[src/design/tisp_pkg.sv]
`timescale 1ns / 1ps
// ---------------------------------------------------------------------------
// tisp_pkg
// Shared types and codes for the telnet IAC stream parser.
// ---------------------------------------------------------------------------
package tisp_pkg;

	// Telnet protocol byte codes
	localparam logic [7:0] CODE_IAC  = 8'd255;
	localparam logic [7:0] CODE_SB   = 8'd250;
	localparam logic [7:0] CODE_WILL = 8'd251;
	localparam logic [7:0] CODE_DONT = 8'd254;
	// Lowest command code in the standard command range
	localparam logic [7:0] CODE_FIRST_CMD = 8'd236;

	localparam int BYTE_W   = 8;
	localparam int KIND_W   = 3;
	localparam int IN_DATA_W  = 8;
	localparam int OUT_DATA_W = 16;

	// Parser phases
	typedef enum logic [2:0] {
		PH_DATA    = 3'd0,
		PH_CMD     = 3'd1,
		PH_NEGO    = 3'd2,
		PH_SUBOPT  = 3'd3,
		PH_SUBDATA = 3'd4,
		PH_SUBTERM = 3'd5
	} phase_t;

	// Event kinds reported on the output channel
	typedef enum logic [KIND_W-1:0] {
		KIND_DATA    = 3'd0,
		KIND_NEGO    = 3'd1,
		KIND_CMD     = 3'd2,
		KIND_SUBDATA = 3'd3,
		KIND_SUBEND  = 3'd4
	} kind_t;

	// Byte held in the input register
	typedef struct packed {
		logic              valid;
		logic [BYTE_W-1:0] rx_byte;
	} in_item_t;

	// One parse result, valid when the byte produced an event
	typedef struct packed {
		logic              valid;
		kind_t             event_kind;
		logic [BYTE_W-1:0] code_value;
		logic [BYTE_W-1:0] option_code;
	} result_t;

	// True for WILL, WONT, DO and DONT
	function automatic logic is_nego_verb(input logic [BYTE_W-1:0] b);
		return (b >= CODE_WILL) && (b <= CODE_DONT);
	endfunction

endpackage

[src/design/telnet_iac_stream_parser.sv]
`timescale 1ns / 1ps
// ---------------------------------------------------------------------------
// telnet_iac_stream_parser
// Splits a received telnet byte stream into data bytes and IAC events.
// ---------------------------------------------------------------------------
// Usage:
//   s_axis carries one received byte per transfer in tdata[7:0].
//   m_axis carries zero or one event per input byte: tuser[2:0] is the event
//   kind (data, negotiation, command, sub data, sub end), tdata[7:0] the
//   code byte and tdata[15:8] the option byte (zero for data and commands).
//   Bytes that open or continue an IAC sequence produce no event.
//   Each byte passes the input register, then the result register, before
//   its event can transfer on m_axis. Throughput: one byte per cycle while
//   m_axis_tready is high; the phase decode is a single short step between
//   the two registers.
//   Reset (arst_n low) empties both registers and returns the parser to the
//   plain data phase with the held verb and sub option cleared.
//   When the receiver stalls, the result register holds its event and the
//   input register keeps one more byte; s_axis_tready drops once both are
//   full and rises in the cycle m_axis_tready returns.
// ---------------------------------------------------------------------------
module telnet_iac_stream_parser
	import tisp_pkg::*;
(
	input  logic                  clk,
	input  logic                  arst_n,
	input  logic                  s_axis_tvalid,
	output logic                  s_axis_tready,
	input  logic [IN_DATA_W-1:0]  s_axis_tdata,   // [7:0] rx_byte
	output logic                  m_axis_tvalid,
	input  logic                  m_axis_tready,
	output logic [OUT_DATA_W-1:0] m_axis_tdata,   // [7:0] code_value, [15:8] option_code
	output logic [KIND_W-1:0]     m_axis_tuser    // [2:0] event_kind
);

	in_item_t item;
	result_t  res;
	logic     advance;

	tisp_in_stage u_in (
		.clk      (clk),
		.arst_n   (arst_n),
		.in_valid (s_axis_tvalid),
		.in_ready (s_axis_tready),
		.in_byte  (s_axis_tdata[BYTE_W-1:0]),
		.advance  (advance),
		.item     (item)
	);

	tisp_parser u_parse (
		.clk     (clk),
		.arst_n  (arst_n),
		.item    (item),
		.advance (advance),
		.res     (res)
	);

	tisp_out_stage u_out (
		.clk       (clk),
		.arst_n    (arst_n),
		.res       (res),
		.advance   (advance),
		.out_valid (m_axis_tvalid),
		.out_ready (m_axis_tready),
		.out_data  (m_axis_tdata),
		.out_user  (m_axis_tuser)
	);

endmodule

[src/design/tisp_in_stage.sv]
`timescale 1ns / 1ps
// ---------------------------------------------------------------------------
// tisp_in_stage
// Input register: holds one received byte until the parser consumes it.
// ---------------------------------------------------------------------------
module tisp_in_stage
	import tisp_pkg::*;
(
	input  logic                 clk,
	input  logic                 arst_n,
	input  logic                 in_valid,
	output logic                 in_ready,
	input  logic [BYTE_W-1:0]    in_byte,
	input  logic                 advance,   // parser stage can move this cycle
	output in_item_t             item
);

	logic              valid_s1;
	logic [BYTE_W-1:0] byte_s1;

	// Free slot, or the held byte leaves this cycle
	assign in_ready = !valid_s1 || advance;

	// Valid flag
	always_ff @(posedge clk or negedge arst_n) begin
		if (!arst_n) begin
			valid_s1 <= 1'b0;
		end else if (in_ready) begin
			valid_s1 <= in_valid;
		end
	end

	// Payload, no reset
	always_ff @(posedge clk) begin
		if (in_ready && in_valid) begin
			byte_s1 <= in_byte;
		end
	end

	assign item.valid   = valid_s1;
	assign item.rx_byte = byte_s1;

endmodule

[src/design/tisp_parser.sv]
`timescale 1ns / 1ps
// ---------------------------------------------------------------------------
// tisp_parser
// Phase tracking and decode of IAC sequences, one byte per transfer.
// ---------------------------------------------------------------------------
module tisp_parser
	import tisp_pkg::*;
(
	input  logic     clk,
	input  logic     arst_n,
	input  in_item_t item,
	input  logic     advance,
	output result_t  res
);

	phase_t            phase_q;
	phase_t            phase_nxt;
	logic [BYTE_W-1:0] held_cmd_q;
	logic [BYTE_W-1:0] sub_opt_q;
	logic              fire;
	logic [BYTE_W-1:0] b;

	assign fire = item.valid && advance;
	assign b    = item.rx_byte;

	// Next phase
	always_comb begin
		phase_nxt = phase_q;
		case (phase_q)
			PH_CMD: begin
				if (is_nego_verb(b)) begin
					phase_nxt = PH_NEGO;
				end else if (b == CODE_SB) begin
					phase_nxt = PH_SUBOPT;
				end else begin
					phase_nxt = PH_DATA;
				end
			end
			PH_NEGO:    phase_nxt = PH_DATA;
			PH_SUBOPT:  phase_nxt = PH_SUBDATA;
			PH_SUBDATA: phase_nxt = (b == CODE_IAC) ? PH_SUBTERM : PH_SUBDATA;
			PH_SUBTERM: phase_nxt = PH_DATA;
			default:    phase_nxt = (b == CODE_IAC) ? PH_CMD : PH_DATA;
		endcase
	end

	// Result for the current byte
	always_comb begin
		res.valid       = 1'b0;
		res.event_kind  = KIND_DATA;
		res.code_value  = b;
		res.option_code = '0;
		case (phase_q)
			PH_CMD: begin
				if (!is_nego_verb(b) && (b != CODE_SB)) begin
					res.valid      = fire;
					res.event_kind = KIND_CMD;
				end
			end
			PH_NEGO: begin
				res.valid       = fire;
				res.event_kind  = KIND_NEGO;
				res.code_value  = held_cmd_q;
				res.option_code = b;
			end
			PH_SUBOPT: begin
				res.valid = 1'b0;
			end
			PH_SUBDATA: begin
				res.valid       = fire && (b != CODE_IAC);
				res.event_kind  = KIND_SUBDATA;
				res.option_code = sub_opt_q;
			end
			PH_SUBTERM: begin
				res.valid       = fire;
				res.event_kind  = KIND_SUBEND;
				res.option_code = sub_opt_q;
			end
			default: begin
				res.valid = fire && (b != CODE_IAC);
			end
		endcase
	end

	// Phase register
	always_ff @(posedge clk or negedge arst_n) begin
		if (!arst_n) begin
			phase_q <= PH_DATA;
		end else if (fire) begin
			phase_q <= phase_nxt;
		end
	end

	// Held verb and open subnegotiation option
	always_ff @(posedge clk or negedge arst_n) begin
		if (!arst_n) begin
			held_cmd_q <= '0;
			sub_opt_q  <= '0;
		end else if (fire) begin
			if (phase_q == PH_CMD && is_nego_verb(b)) begin
				held_cmd_q <= b;
			end
			if (phase_q == PH_SUBOPT) begin
				sub_opt_q <= b;
			end
		end
	end

	// Option byte is captured and sub data follows
	a_subopt_capture: assert property (@(posedge clk) disable iff (!arst_n)
		fire && phase_q == PH_SUBOPT |=> phase_q == PH_SUBDATA && sub_opt_q == $past(b))
		else $error("sub option not captured");

	// A negotiation option always yields the held verb
	a_nego_result: assert property (@(posedge clk) disable iff (!arst_n)
		fire && phase_q == PH_NEGO |-> res.valid && res.code_value == held_cmd_q)
		else $error("negotiation result missing");

	// Without a transfer the phase holds
	a_phase_hold: assert property (@(posedge clk) disable iff (!arst_n)
		!fire |=> $stable(phase_q))
		else $error("phase moved without transfer");

endmodule

[src/design/tisp_out_stage.sv]
`timescale 1ns / 1ps
// ---------------------------------------------------------------------------
// tisp_out_stage
// Result register feeding the output channel.
// ---------------------------------------------------------------------------
module tisp_out_stage
	import tisp_pkg::*;
(
	input  logic                   clk,
	input  logic                   arst_n,
	input  result_t                res,
	output logic                   advance,   // register can take a new result
	output logic                   out_valid,
	input  logic                   out_ready,
	output logic [OUT_DATA_W-1:0]  out_data,
	output logic [KIND_W-1:0]      out_user
);

	logic              valid_s2;
	kind_t             kind_s2;
	logic [BYTE_W-1:0] code_s2;
	logic [BYTE_W-1:0] opt_s2;

	assign advance = !valid_s2 || out_ready;

	// Valid flag
	always_ff @(posedge clk or negedge arst_n) begin
		if (!arst_n) begin
			valid_s2 <= 1'b0;
		end else if (advance) begin
			valid_s2 <= res.valid;
		end
	end

	// Payload
	always_ff @(posedge clk) begin
		if (advance && res.valid) begin
			kind_s2 <= res.event_kind;
			code_s2 <= res.code_value;
			opt_s2  <= res.option_code;
		end
	end

	assign out_valid = valid_s2;
	assign out_data  = {opt_s2, code_s2};
	assign out_user  = kind_s2;

endmodule
[config.mk]
export PLATFORM = sky130hd
export DESIGN_NAME = telnet_iac_stream_parser
export DESIGN_NICKNAME = d
export VERILOG_FILES = /design/src/design/tisp_pkg.sv /design/src/design/telnet_iac_stream_parser.sv /design/src/design/tisp_in_stage.sv /design/src/design/tisp_parser.sv /design/src/design/tisp_out_stage.sv
export SDC_FILE = /design/constraint.sdc
export NUM_CORES = 1
export LEC_CHECK = 0
export ABC_AREA = 1
export BUFFER_PORTS_ARGS = -buffer_cell sky130_fd_sc_hd__buf_4
export CORE_UTILIZATION = 28
export DETAILED_ROUTE_END_ITERATION = 10
export GPL_TIMING_DRIVEN = 1
export PLACE_DENSITY = 0.46
export SETUP_SLACK_MARGIN = 0.4
export SLEW_MARGIN = 20
export SYNTH_ARGS = -nofsm -noshare
export SYNTH_HDL_FRONTEND = slang
export SYNTH_SLANG_ARGS = --single-unit
[constraint.sdc]
create_clock -name clk -period 3 [get_ports clk]
set_input_delay 0.15 -clock clk [delete_from_list [all_inputs] [get_ports clk]]
set_output_delay 0.15 -clock clk [all_outputs]
set_load 0.03 [all_outputs]
==> results of run 1 <==
timing repair:
| item | CTS | global route |
|---|---|---|
| gates resized for setup | 0 | 0 |
| hold buffers | 1 | 0 |
| setup buffers | 0 | 0 |
| endpoints found under the hold margin | 21 | 0 |
report_power, final:
| group | internal, mW | switching (mW) |
|---|---|---|
| Combinational | 0.176 | 0.391 |
| Clock | 0.248 | 0.218 |
| Sequential | 0.864 | 0.0587 |
area by class of cell:
type                    instances  area, sq um  area share [%]
repair buffers                 33          250            10.4
multi-input cells             102          515            21.3
clock inverters                 2         35.0            1.45
inverters                      23         86.3            3.57
flip-flops and latches         48         1340            55.3
clock buffers                   6         72.6            3.00
well taps                      96          120            4.97
through the flow:
step | hold WS (ns) | utilization, % | setup WS, ns | instance area (sq um)
global route | 0.00315 | 35.6 | 0.753 | 2420
floorplan | -0.146 | - | 1.22 | 1970
CTS | 0.00967 | 35.6 | 0.969 | 2420
global placement | 0.0618 | 33.8 | 1.04 | 2300
detailed placement | 0.0585 | 33.8 | 0.985 | 2300
finish | 0.0193 | 35.6 | 1.01 | 2420
synthesized netlist by cell type:
| cell type | n | area (sq um) |
|---|---|---|
| sky130_fd_sc_hd__o21ai_1 | 1 | 5.00 |
| sky130_fd_sc_hd__buf_2 | 2 | 10.0 |
| sky130_fd_sc_hd__inv_2 | 3 | 11.3 |
| sky130_fd_sc_hd__a21oi_1 | 4 | 20.0 |
| sky130_fd_sc_hd__nor2_2 | 2 | 12.5 |
| sky130_fd_sc_hd__o21ai_0 | 16 | 80.1 |
| sky130_fd_sc_hd__nor2_4 | 1 | 11.3 |
| sky130_fd_sc_hd__o211ai_1 | 1 | 7.51 |
| sky130_fd_sc_hd__nand2_2 | 3 | 18.8 |
| sky130_fd_sc_hd__buf_6 | 2 | 22.5 |
| sky130_fd_sc_hd__nand3_2 | 2 | 20.0 |
| sky130_fd_sc_hd__nand2_1 | 45 | 169 |
| sky130_fd_sc_hd__nor3_4 | 1 | 16.3 |
| sky130_fd_sc_hd__dfrtp_1 | 21 | 526 |
| sky130_fd_sc_hd__edfxtp_1 | 27 | 811 |
| sky130_fd_sc_hd__o22ai_1 | 1 | 6.26 |
| sky130_fd_sc_hd__nand3_1 | 4 | 20.0 |
| sky130_fd_sc_hd__nor2_1 | 11 | 41.3 |
| sky130_fd_sc_hd__inv_1 | 20 | 75.1 |
| sky130_fd_sc_hd__o21ai_2 | 10 | 87.6 |
layer usage:
layer  global-route usage (%)  vias up
li1                         -      654
met1                     15.8      560
met2                     14.6       35
met3                     2.79        7
met4                     6.36        0
met5                        0        -
worst paths after layout:
path                                                    from                                end  slack (ns)  cells after the start
min reg2reg                u_parse.held_cmd_q[6]$_DFFE_PN0P_  u_parse.held_cmd_q[6]$_DFFE_PN0P_        0.45                      2
min                                          s_axis_tdata[3]          u_in.byte_s1[3]$_DFFE_PP_        0.02                      1
max                                u_in.byte_s1[3]$_DFFE_PP_          u_out.opt_s2[7]$_DFFE_PP_        1.01                      7
min in group asynchronous                             arst_n  u_parse.held_cmd_q[5]$_DFFE_PN0P_        0.26                      2
max in group asynchronous                             arst_n     u_parse.phase_q[1]$_DFFE_PN0P_        2.51                      2
max reg2reg                        u_in.byte_s1[3]$_DFFE_PP_          u_out.opt_s2[7]$_DFFE_PP_        1.01                      7
critical path: stages, from the launching register on:
cell,delay [ns]
sky130_fd_sc_hd__edfxtp_1,0.43
sky130_fd_sc_hd__inv_1,0.19
sky130_fd_sc_hd__nor2_1,0.06
sky130_fd_sc_hd__nand3_1,0.12
sky130_fd_sc_hd__nand3_1,0.12
sky130_fd_sc_hd__nand2_1,0.07
sky130_fd_sc_hd__nand2_1,0.07
sky130_fd_sc_hd__inv_1,0.55
kinds of logic after synthesis:
group / count (synthesis) / share of synthesized area [%]
and+or+nand+nor: 69 / 15.7
buffers and inverters: 27 / 6.03
AOI/OAI and AO/OA: 33 / 10.5
DFF: 48 / 67.8
state kept, by name (all words and copies together) (netlist names):
name / flops
u_out.out_valid: 1
u_parse.sub_opt_q: 8
u_out.code_s2: 8
u_in.byte_s1: 8
u_out.opt_s2: 8
u_out.out_user: 3
u_parse.phase_q: 3
u_parse.held_cmd_q: 8
u_in.valid_s1: 1
cells in the final DEF (no fill, tap or decap):
| master | count |
|---|---|
| sky130_fd_sc_hd__nor2_2 | 2 |
| sky130_fd_sc_hd__dfrtp_1 | 21 |
| sky130_fd_sc_hd__o211ai_1 | 1 |
| sky130_fd_sc_hd__clkbuf_8 | 5 |
| sky130_fd_sc_hd__nand3_1 | 4 |
| sky130_fd_sc_hd__o21ai_2 | 10 |
| sky130_fd_sc_hd__o22ai_1 | 1 |
| sky130_fd_sc_hd__bufinv_16 | 1 |
| sky130_fd_sc_hd__nand3_2 | 2 |
| sky130_fd_sc_hd__o21ai_0 | 16 |
| sky130_fd_sc_hd__a21oi_1 | 4 |
| sky130_fd_sc_hd__edfxtp_1 | 27 |
| sky130_fd_sc_hd__nand2_2 | 3 |
| sky130_fd_sc_hd__nor2_4 | 1 |
| sky130_fd_sc_hd__o21ai_1 | 1 |
| sky130_fd_sc_hd__clkinv_2 | 1 |
| sky130_fd_sc_hd__clkbuf_1 | 1 |
| sky130_fd_sc_hd__nor2_1 | 11 |
| sky130_fd_sc_hd__inv_1 | 20 |
| sky130_fd_sc_hd__dlygate4sd3_1 | 1 |
| sky130_fd_sc_hd__inv_2 | 3 |
| sky130_fd_sc_hd__nor3_4 | 1 |
| sky130_fd_sc_hd__nand2_1 | 45 |
| sky130_fd_sc_hd__buf_4 | 32 |
==> run summary, run 1 <==
### Placed design
• **Cells after DPL** 301
• **placer's final routability congestion estimate** 0.760
• **placed wire-length estimate after detailed placement** 2.45 mm
• **count of buffers inserted at the top-level ports** 32

### Drt
• **total met3 wirelength after detailed routing** 163 microns
• **Pre-Repair DR Iteration Count** 4
• **routed metal-1 wire length** 1.86 mm
• **via count of the routed design** 1256
• **total length of routed met2 wires** 1.48 mm
• **Remaining DRCs** 0
• **number of violations reported at the end of detailed-routing iteration 0** 89
• **residual antenna-violating net count after detailed routing** 0
• **top layer in use** met4
• **post-detailed-routing wire length** 3.59 mm
• **Routed wire per std cell** 11.6 microns
• **average via count per standard cell** 4.05

### Synth
• **number of distinct library cell variants in the gate-level netlist after synthesis** 20
• **sequential share of the synthesized area** 67.8%
• **syn_nets** 189
• **Mean Syn Cell Area** 11.1 sq um
• **summed instance area of the synthesized netlist** 1970 sq um
• **count of yosys warnings during synthesis** 0
• **count of state elements after synthesis** 48
• **number of standard cells after synthesis** 177

### Die
• **DIE HEIGHT** 85.9 microns
• **total die area** 7380 sq um
• **initial cell density of the core** 29.0%
• **placeable core area** 6790 sq um
• **site row count** 30
• **die boundary width** 85.9 microns
• **number of top-level pins** 33

### STA
• **setup repair after global routing missed its margin** no
• **final hold violation count** 0
• **peak clock frequency supported by timing** 503 MHz
• **number of setup violations in the final report** 0
• **pin slew with the least headroom to its limit** 0.838 ns
• **relative max-transition margin** 44.0%
• **Tmin final** 1.99 ns
• **setup_tns** 0 ns
• **Fin Clk Skew** 0.00258 ns
• **final period utilization** 66.3%
• **count of pins over their slew limit** 0

### Clock tree
• **H-tree levels** 2
• **Longest Clk Path Bufs** 2
• **worst-skew pair later-pin latency** 0.30 ns
• **CTS tree** done
• **Clk Tree Root Cell** sky130_fd_sc_hd__clkbuf_8
• **post-CTS clock slew at the launch and capture registers of the worst setup and hold paths** 0.09 ns
• **TritonCTS sink count** 48
• **number of buffers created by CTS** 5

### Layout
• **number of filler instances in the final layout** 715
• **fraction of final layout cells sized beyond drive strength 1** 28.5%
• **final net count** 225
• **filler-free cell count of the finished design** 310
• **final antenna diode count** 0
• **area growth from synthesis to layout** 22.6%

### Power and ir drop
• **leakage power total** 1.08 nW
• **total design power** 1.95 mW
• **maximum resistive drop on vdd** 0.000312 V
• **power per unit of standard cell area** 809 nW/um^2

### Worst setup path
• **worst-path fanout max** 19
• **CP Capture Type** register
• **worst path arrival time** 1.93 ns
• **path type of the worst setup path** reg2reg
• **Required @ worst endpoint** 2.94 ns
• **Worst setup SP type** register

### Global routing
• **maximum number of pins on one net before global-route repair** 26
• **first-pass GRT wire length** 6.00 mm
• **antenna violations before repair** 0
• **total global routing overflow** 0
• **via count of the first global-routing pass** 1225
• **total routing usage reported by global routing** 10.9%

### Hold path
• **worst min path class** in2reg

### Flow run
• **Max Cap Viol** 0

### Outcome
• **run status** complete, no violations

No activity file was read; power rests on OpenSTA's default activity.
==> run 2, diff against run 1 <==
- clock period: 3 -> 1.88 ns (I/O delays scaled with it)
==> run summary, run 2 (synthesis results as in run 1) <==
### Outcome
• **run status** complete, no violations

### Worst setup path
• **crit path cell chain** buf_4 > nor2_1 > nand3_1 > nand3_2 > nand2_1 > nand2_2 > clkinvlp_4 > buf_12
• **CP Capture Type** register
• **slowest stage delay, CP** 0.42 ns, -0.13 ns
• **path type of the worst setup path** reg2reg
• **capturing point of the worst reg2reg path** u_out.opt_s2[6]$_DFFE_PP_
• **delay-heaviest family, CP** simple AND/OR/NAND/NOR gates
• **Critical Path Slowest Stage Cell** sky130_fd_sc_hd__edfxtp_1
• **worst path arrival time** 1.65 ns, -0.28 ns
• **Required @ worst endpoint** 1.95 ns, -0.99 ns
• **reg2reg path depth** 8, +1
• **Worst Path Buf+Inv** 3, +1
• **launch point of the worst path** u_in.byte_s1[2]$_DFFE_PP_
• **Worst setup SP type** register
• **worst-path fanout max** 19, unchanged
• **worst setup slack for register-to-register paths** 0.30 ns, -0.71 ns
• **launching point of the worst reg2reg path** u_in.byte_s1[2]$_DFFE_PP_

### Placed design
• **placed wire-length estimate after detailed placement** 2.53 mm, +3.1%
• **Cells after DPL** 304, +1.0%
• **Placement Setup Slack** 0.260 ns, -0.725 ns
• **count of buffers inserted at the top-level ports** 32, unchanged
• **placer's final routability congestion estimate** 0.843, +11%

### Die
• **die boundary width** 85.9 microns, unchanged
• **DIE HEIGHT** 85.9 microns, unchanged
• **total die area** 7380 sq um, unchanged
• **placeable core area** 6790 sq um, unchanged
• **number of top-level pins** 33, unchanged
• **initial cell density of the core** 29.0%, unchanged
• **site row count** 30, unchanged

### Global routing
• **total routing usage reported by global routing** 11.3%, +0.39 points
• **first-pass GRT wire length** 6.13 mm, +2.1%
• **total global routing overflow** 0, unchanged
• **via count of the first global-routing pass** 1275, +4.1%
• **antenna violations before repair** 0, unchanged
• **maximum number of pins on one net before global-route repair** 26, unchanged

### STA
• **peak clock frequency supported by timing** 632 MHz, +26%
• **final hold violation count** 0, unchanged
• **pin slew with the least headroom to its limit** 0.477 ns, -0.361 ns
• **relative max-transition margin** 68.2%, +24 points
• **number of setup violations in the final report** 0, unchanged
• **final period utilization** 84.2%, +18 points
• **setup repair after global routing missed its margin** yes
• **count of pins over their slew limit** 0, unchanged
• **setup_tns** 0 ns, unchanged
• **Hold Slack** 0.0114 ns, -0.00783 ns
• **Fin Clk Skew** 0.0108 ns, +0.00826 ns
• **Tmin final** 1.58 ns, -0.407 ns
• **fin worst setup slack** 0.298 ns, -0.713 ns

### Layout
• **most common cell after layout, fill and taps aside** sky130_fd_sc_hd__buf_4
• **most frequent cells in the layout** sky130_fd_sc_hd__buf_4, sky130_fd_sc_hd__nand2_1, sky130_fd_sc_hd__edfxtp_1
• **final net count** 247, +9.8%
• **fraction of final layout cells sized beyond drive strength 1** 36.4%, +7.9 points
• **final core utilization** 39.2%, +3.6 points
• **filler-free cell count of the finished design** 332, +7.1%
• **final antenna diode count** 0, unchanged
• **area growth from synthesis to layout** 35.0%

### Drt
• **number of violations reported at the end of detailed-routing iteration 0** 63, -29%
• **Pre-Repair DR Iteration Count** 5, +1
• **Remaining DRCs** 0, unchanged
• **residual antenna-violating net count after detailed routing** 0, unchanged
• **via count of the routed design** 1350, +7.5%
• **Routed wire per std cell** 11.4 microns, -1.5%
• **post-detailed-routing wire length** 3.79 mm, +5.5%
• **average via count per standard cell** 4.07, +0.36%

### Clock tree
• **Clk Tree Root Cell** sky130_fd_sc_hd__clkbuf_8
• **TritonCTS sink count** 48, unchanged
• **Longest Clk Path Bufs** 2, unchanged
• **worst-skew pair later-pin latency** 0.31 ns, about the same
• **number of buffers created by CTS** 5, unchanged
• **H-tree levels** 2, unchanged
• **post-CTS clock slew at the launch and capture registers of the worst setup and hold paths** 0.09 ns, about the same
• **CTS tree** done

### Power and ir drop
• **leakage power total** 1.18 nW, +9.5%
• **maximum resistive drop on vdd** 0.000562 V, +80%
• **power per unit of standard cell area** 1240 nW/um^2, +54%

### Flow run
• **Max Cap Viol** 0, unchanged

### Hold path
• **Hold Crit Endpoint** u_in.valid_s1$_DFFE_PN0N_
• **worst min path class** in2reg
• **Hold Startpoint** s_axis_tvalid
• **hold path cells** 3, +2

-- run 2: cell types whose count changed in the layout (fill, tap and decap cells not counted), moves of 2 or more --
cell                            change
sky130_fd_sc_hd__inv_1              -2
sky130_fd_sc_hd__dlygate4sd3_1      +8
sky130_fd_sc_hd__nor2_2             +3
sky130_fd_sc_hd__nand2_2            +3
sky130_fd_sc_hd__nor2_1             -3
sky130_fd_sc_hd__nand2_1            -3
sky130_fd_sc_hd__buf_4             +13
-- run 2: metrics by stage --
step	total power, mW	area (sq um)
2_1_floorplan	2.10	1980
3_3_place_gp	2.48	2340
3_5_place_dp	2.48	2340
4_1_cts	3.32	2620
5_1_grt	3.48	2660
6_report	3.30	2660
-- run 2: metal layers --
metal	track usage [%]	vias to the layer above	part of all wire [%]	routed length, microns
met3	3.66	4	4.5	171
met2	17.1	30	45	1690
met5	0	-	0	0
met1	15.0	621	49	1870
met4	4.55	0	1.6	59
li1	-	695	-	-
-- run 2: tightest hold or removal path, cell delays in order --
cell and delay, ns:
sky130_fd_sc_hd__buf_4 0.07, sky130_fd_sc_hd__nand2_1 0.06, sky130_fd_sc_hd__nand2_1 0.05
-- run 2: report_power, final --
part           internal, mW  leakage (nW)  switching [mW]
Sequential             1.38         0.517          0.0925
Clock                 0.435        0.0614           0.359
Combinational         0.375         0.601           0.665
-- run 2: how the worst max path moves through the flow --
| stage | end | slack [ns] | cells past startpoint |
|---|---|---|---|
| floorplan | u_out.code_s2[0]$_DFFE_PP_ | 0.32 | 8 |
| global placement | u_out.code_s2[4]$_DFFE_PP_ | 0.29 | 9 |
| detailed placement | u_out.code_s2[4]$_DFFE_PP_ | 0.26 | 8 |
| CTS | u_out.opt_s2[6]$_DFFE_PP_ | 0.31 | 9 |
| global route | u_out.opt_s2[6]$_DFFE_PP_ | 0.23 | 8 |
| finish | u_out.opt_s2[6]$_DFFE_PP_ | 0.30 | 8 |
-- run 2: area by class of cell --
cell class	instances	area, sq um
timing repair buffer	55	448
multi-input combinational	102	543
tap	96	120
sequential	48	1340
fill	684	4130
clock inverter	2	38.8
inverter	23	90.1
clock buffer	6	82.6
-- run 2: what timing repair did --
action                                 in CTS  in global routing
setup endpoints to repair                  19                 35
resized for setup                           3                  4
hold buffers                                9                  0
buffers inserted                            7                  4
pin swaps                                   2                  4
endpoints found under the hold margin      29                  0
==> run 3, diff against run 2 <==
- PLACE_DENSITY: 0.46 -> 0.48
- clock period: 1.88 -> 1.3 ns (I/O delays scaled with it)
==> run summary, run 3 (synthesis results as in run 1) <==
### Outcome
• **run status** complete, but fails checks
• **failing checks** setup timing

### Global routing
• **via count of the first global-routing pass** 1543, +21%
• **most used routing layer** met2
• **global-route track usage on met3** 2.89%, -0.77 points
• **total routing usage reported by global routing** 13.5%, +2.2 points
• **maximum number of pins on one net before global-route repair** 22, -15%
• **first-pass GRT wire length** 7.37 mm, +20%
• **antenna violations before repair** 0, unchanged
• **grt met2 use** 22.9%, +5.8 points
• **total global routing overflow** 0, unchanged
• **met1 Use GR** 16.6%, +1.6 points

### Layout
• **filler-free cell count of the finished design** 370, +11%
• **final core utilization** 51.3%, +12 points
• **fraction of final layout cells sized beyond drive strength 1** 61.7%, +25 points
• **multi-input gate area in the final layout** 803 sq um, +48%
• **number of filler instances in the final layout** 610, -11%
• **final net count** 285, +15%
• **area growth from synthesis to layout** 76.9%
• **most frequent cells in the layout** sky130_fd_sc_hd__buf_4, sky130_fd_sc_hd__buf_6, sky130_fd_sc_hd__edfxtp_1
• **most common cell after layout, fill and taps aside** sky130_fd_sc_hd__buf_4
• **finished layout cell area** 3490 sq um, +31%
• **final antenna diode count** 0, unchanged
• **Register Area** 1340 sq um, +0.19%

### Die
• **DIE HEIGHT** 85.9 microns, unchanged
• **site row count** 30, unchanged
• **initial cell density of the core** 29.0%, unchanged
• **number of top-level pins** 33, unchanged
• **placeable core area** 6790 sq um, unchanged
• **die boundary width** 85.9 microns, unchanged
• **total die area** 7380 sq um, unchanged

### Clock tree
• **number of buffers created by CTS** 5, unchanged
• **post-CTS clock slew at the launch and capture registers of the worst setup and hold paths** 0.08 ns, about the same
• **H-tree levels** 2, unchanged
• **Clk Tree Root Cell** sky130_fd_sc_hd__clkbuf_8
• **worst-skew pair later-pin latency** 0.31 ns, about the same
• **TritonCTS sink count** 48, unchanged
• **Longest Clk Path Bufs** 2, unchanged
• **CTS tree** done

### Drt
• **via count of the routed design** 1552, +15%
• **post-detailed-routing wire length** 4.73 mm, +25%
• **average via count per standard cell** 4.19, +3.2%
• **Pre-Repair DR Iteration Count** 4, -1
• **residual antenna-violating net count after detailed routing** 0, unchanged
• **Remaining DRCs** 0, unchanged
• **number of violations reported at the end of detailed-routing iteration 0** 62, -1.6%
• **Routed wire per std cell** 12.8 microns, +12%

### Placed design
• **Cells after DPL** 329, +8.2%
• **count of buffers inserted at the top-level ports** 32, unchanged
• **placer's final routability congestion estimate** 0.804, -4.6%
• **placed instance area** 2590 sq um, +10%
• **Placement Setup Slack** -0.256 ns, -0.516 ns
• **placed wire-length estimate after detailed placement** 2.78 mm, +10%

### Worst setup path
• **worst-path fanout max** 5, -14
• **CP Capture Type** register
• **worst path arrival time** 1.62 ns, -0.03 ns
• **Worst setup SP type** register
• **path type of the worst setup path** reg2reg
• **Required @ worst endpoint** 1.38 ns, -0.57 ns

### Power and ir drop
• **maximum resistive drop on vdd** 0.000838 V, +49%
• **leakage power total** 1.53 nW, +29%
• **power per unit of standard cell area** 1630 nW/um^2, +31%
• **total design power** 5.67 mW, +71%

### STA
• **pin slew with the least headroom to its limit** 0.304 ns, -0.173 ns
• **Hold Slack** 0.0607 ns, +0.0493 ns
• **Fin Clk Skew** 0.00982 ns, -0.00101 ns
• **number of setup violations in the final report** 53, +53
• **peak clock frequency supported by timing** 646 MHz, +2.2%
• **relative max-transition margin** 79.8%, +12 points
• **final period utilization** 119%, +35 points
• **fin worst setup slack** -0.249 ns, -0.547 ns
• **Tmin final** 1.55 ns, -0.0335 ns
• **final hold violation count** 0, unchanged
• **setup_tns** -8.08 ns, -8.08 ns
• **setup repair after global routing missed its margin** yes
• **count of pins over their slew limit** 0, unchanged

### Hold path
• **worst min path class** in2reg

### Flow run
• **Max Cap Viol** 0, unchanged

[run 3: critical path: stages, from the launching register on]
cell and delay, ns:
sky130_fd_sc_hd__edfxtp_1 0.43, sky130_fd_sc_hd__nand2_1 0.12, sky130_fd_sc_hd__nor2_2 0.05, sky130_fd_sc_hd__nor2_2 0.11
sky130_fd_sc_hd__nand2_2 0.08, sky130_fd_sc_hd__nand3_2 0.07, sky130_fd_sc_hd__nand2_1 0.06, sky130_fd_sc_hd__nand2_2 0.08
sky130_fd_sc_hd__clkinvlp_4 0.15, sky130_fd_sc_hd__clkbuf_16 0.19
[run 3: timing repair]
action	4_1_cts	5_1_grt
gates cloned	5	2
hold buffers	10	0
endpoints found under the hold margin	30	0
pin swaps	5	9
endpoints found under the setup margin	87	87
setup buffers	6	10
gates resized for setup	65	50
[run 3: path summary, 6_finish.rpt]
kind	to	slack, ns	cells after the start	start
worst max register to register	u_out.opt_s2[6]$_DFFE_PP_	-0.25	9	u_in.byte_s1[3]$_DFFE_PP_
min in group asynchronous	u_parse.held_cmd_q[2]$_DFFE_PN0P_	0.18	2	arst_n
worst min-delay path	u_out.out_valid$_DFFE_PN0P_	0.06	4	m_axis_tready
max in group asynchronous	u_parse.phase_q[2]$_DFFE_PN0P_	0.85	2	arst_n
worst min register to register	u_parse.held_cmd_q[3]$_DFFE_PN0P_	0.46	2	u_parse.held_cmd_q[3]$_DFFE_PN0P_
worst max-delay path	u_out.opt_s2[6]$_DFFE_PP_	-0.25	9	u_in.byte_s1[3]$_DFFE_PP_
[run 3: routing by layer]
| metal | up-vias | part of all wire (%) |
|---|---|---|
| met5 | - | 0 |
| met3 | 8 | 2.7 |
| met4 | 0 | 2.2 |
| met1 | 728 | 44 |
| met2 | 33 | 51 |
| li1 | 783 | - |
[run 3: cell type report]
| cell class | instances | share of cell area, % |
|---|---|---|
| clock buffers | 7 | 2.48 |
| clock inverters | 1 | 0.215 |
| inverters | 23 | 3.16 |
| multi-input cells | 102 | 23.0 |
| flip-flops and latches | 48 | 38.4 |
| well taps | 96 | 3.45 |
| repair buffers | 93 | 29.2 |
[run 3: power by group]
group,internal (mW),switching [mW]
clock network,0.433,0.505
registers,2.00,0.194
logic,1.22,1.31
total,3.66,2.01
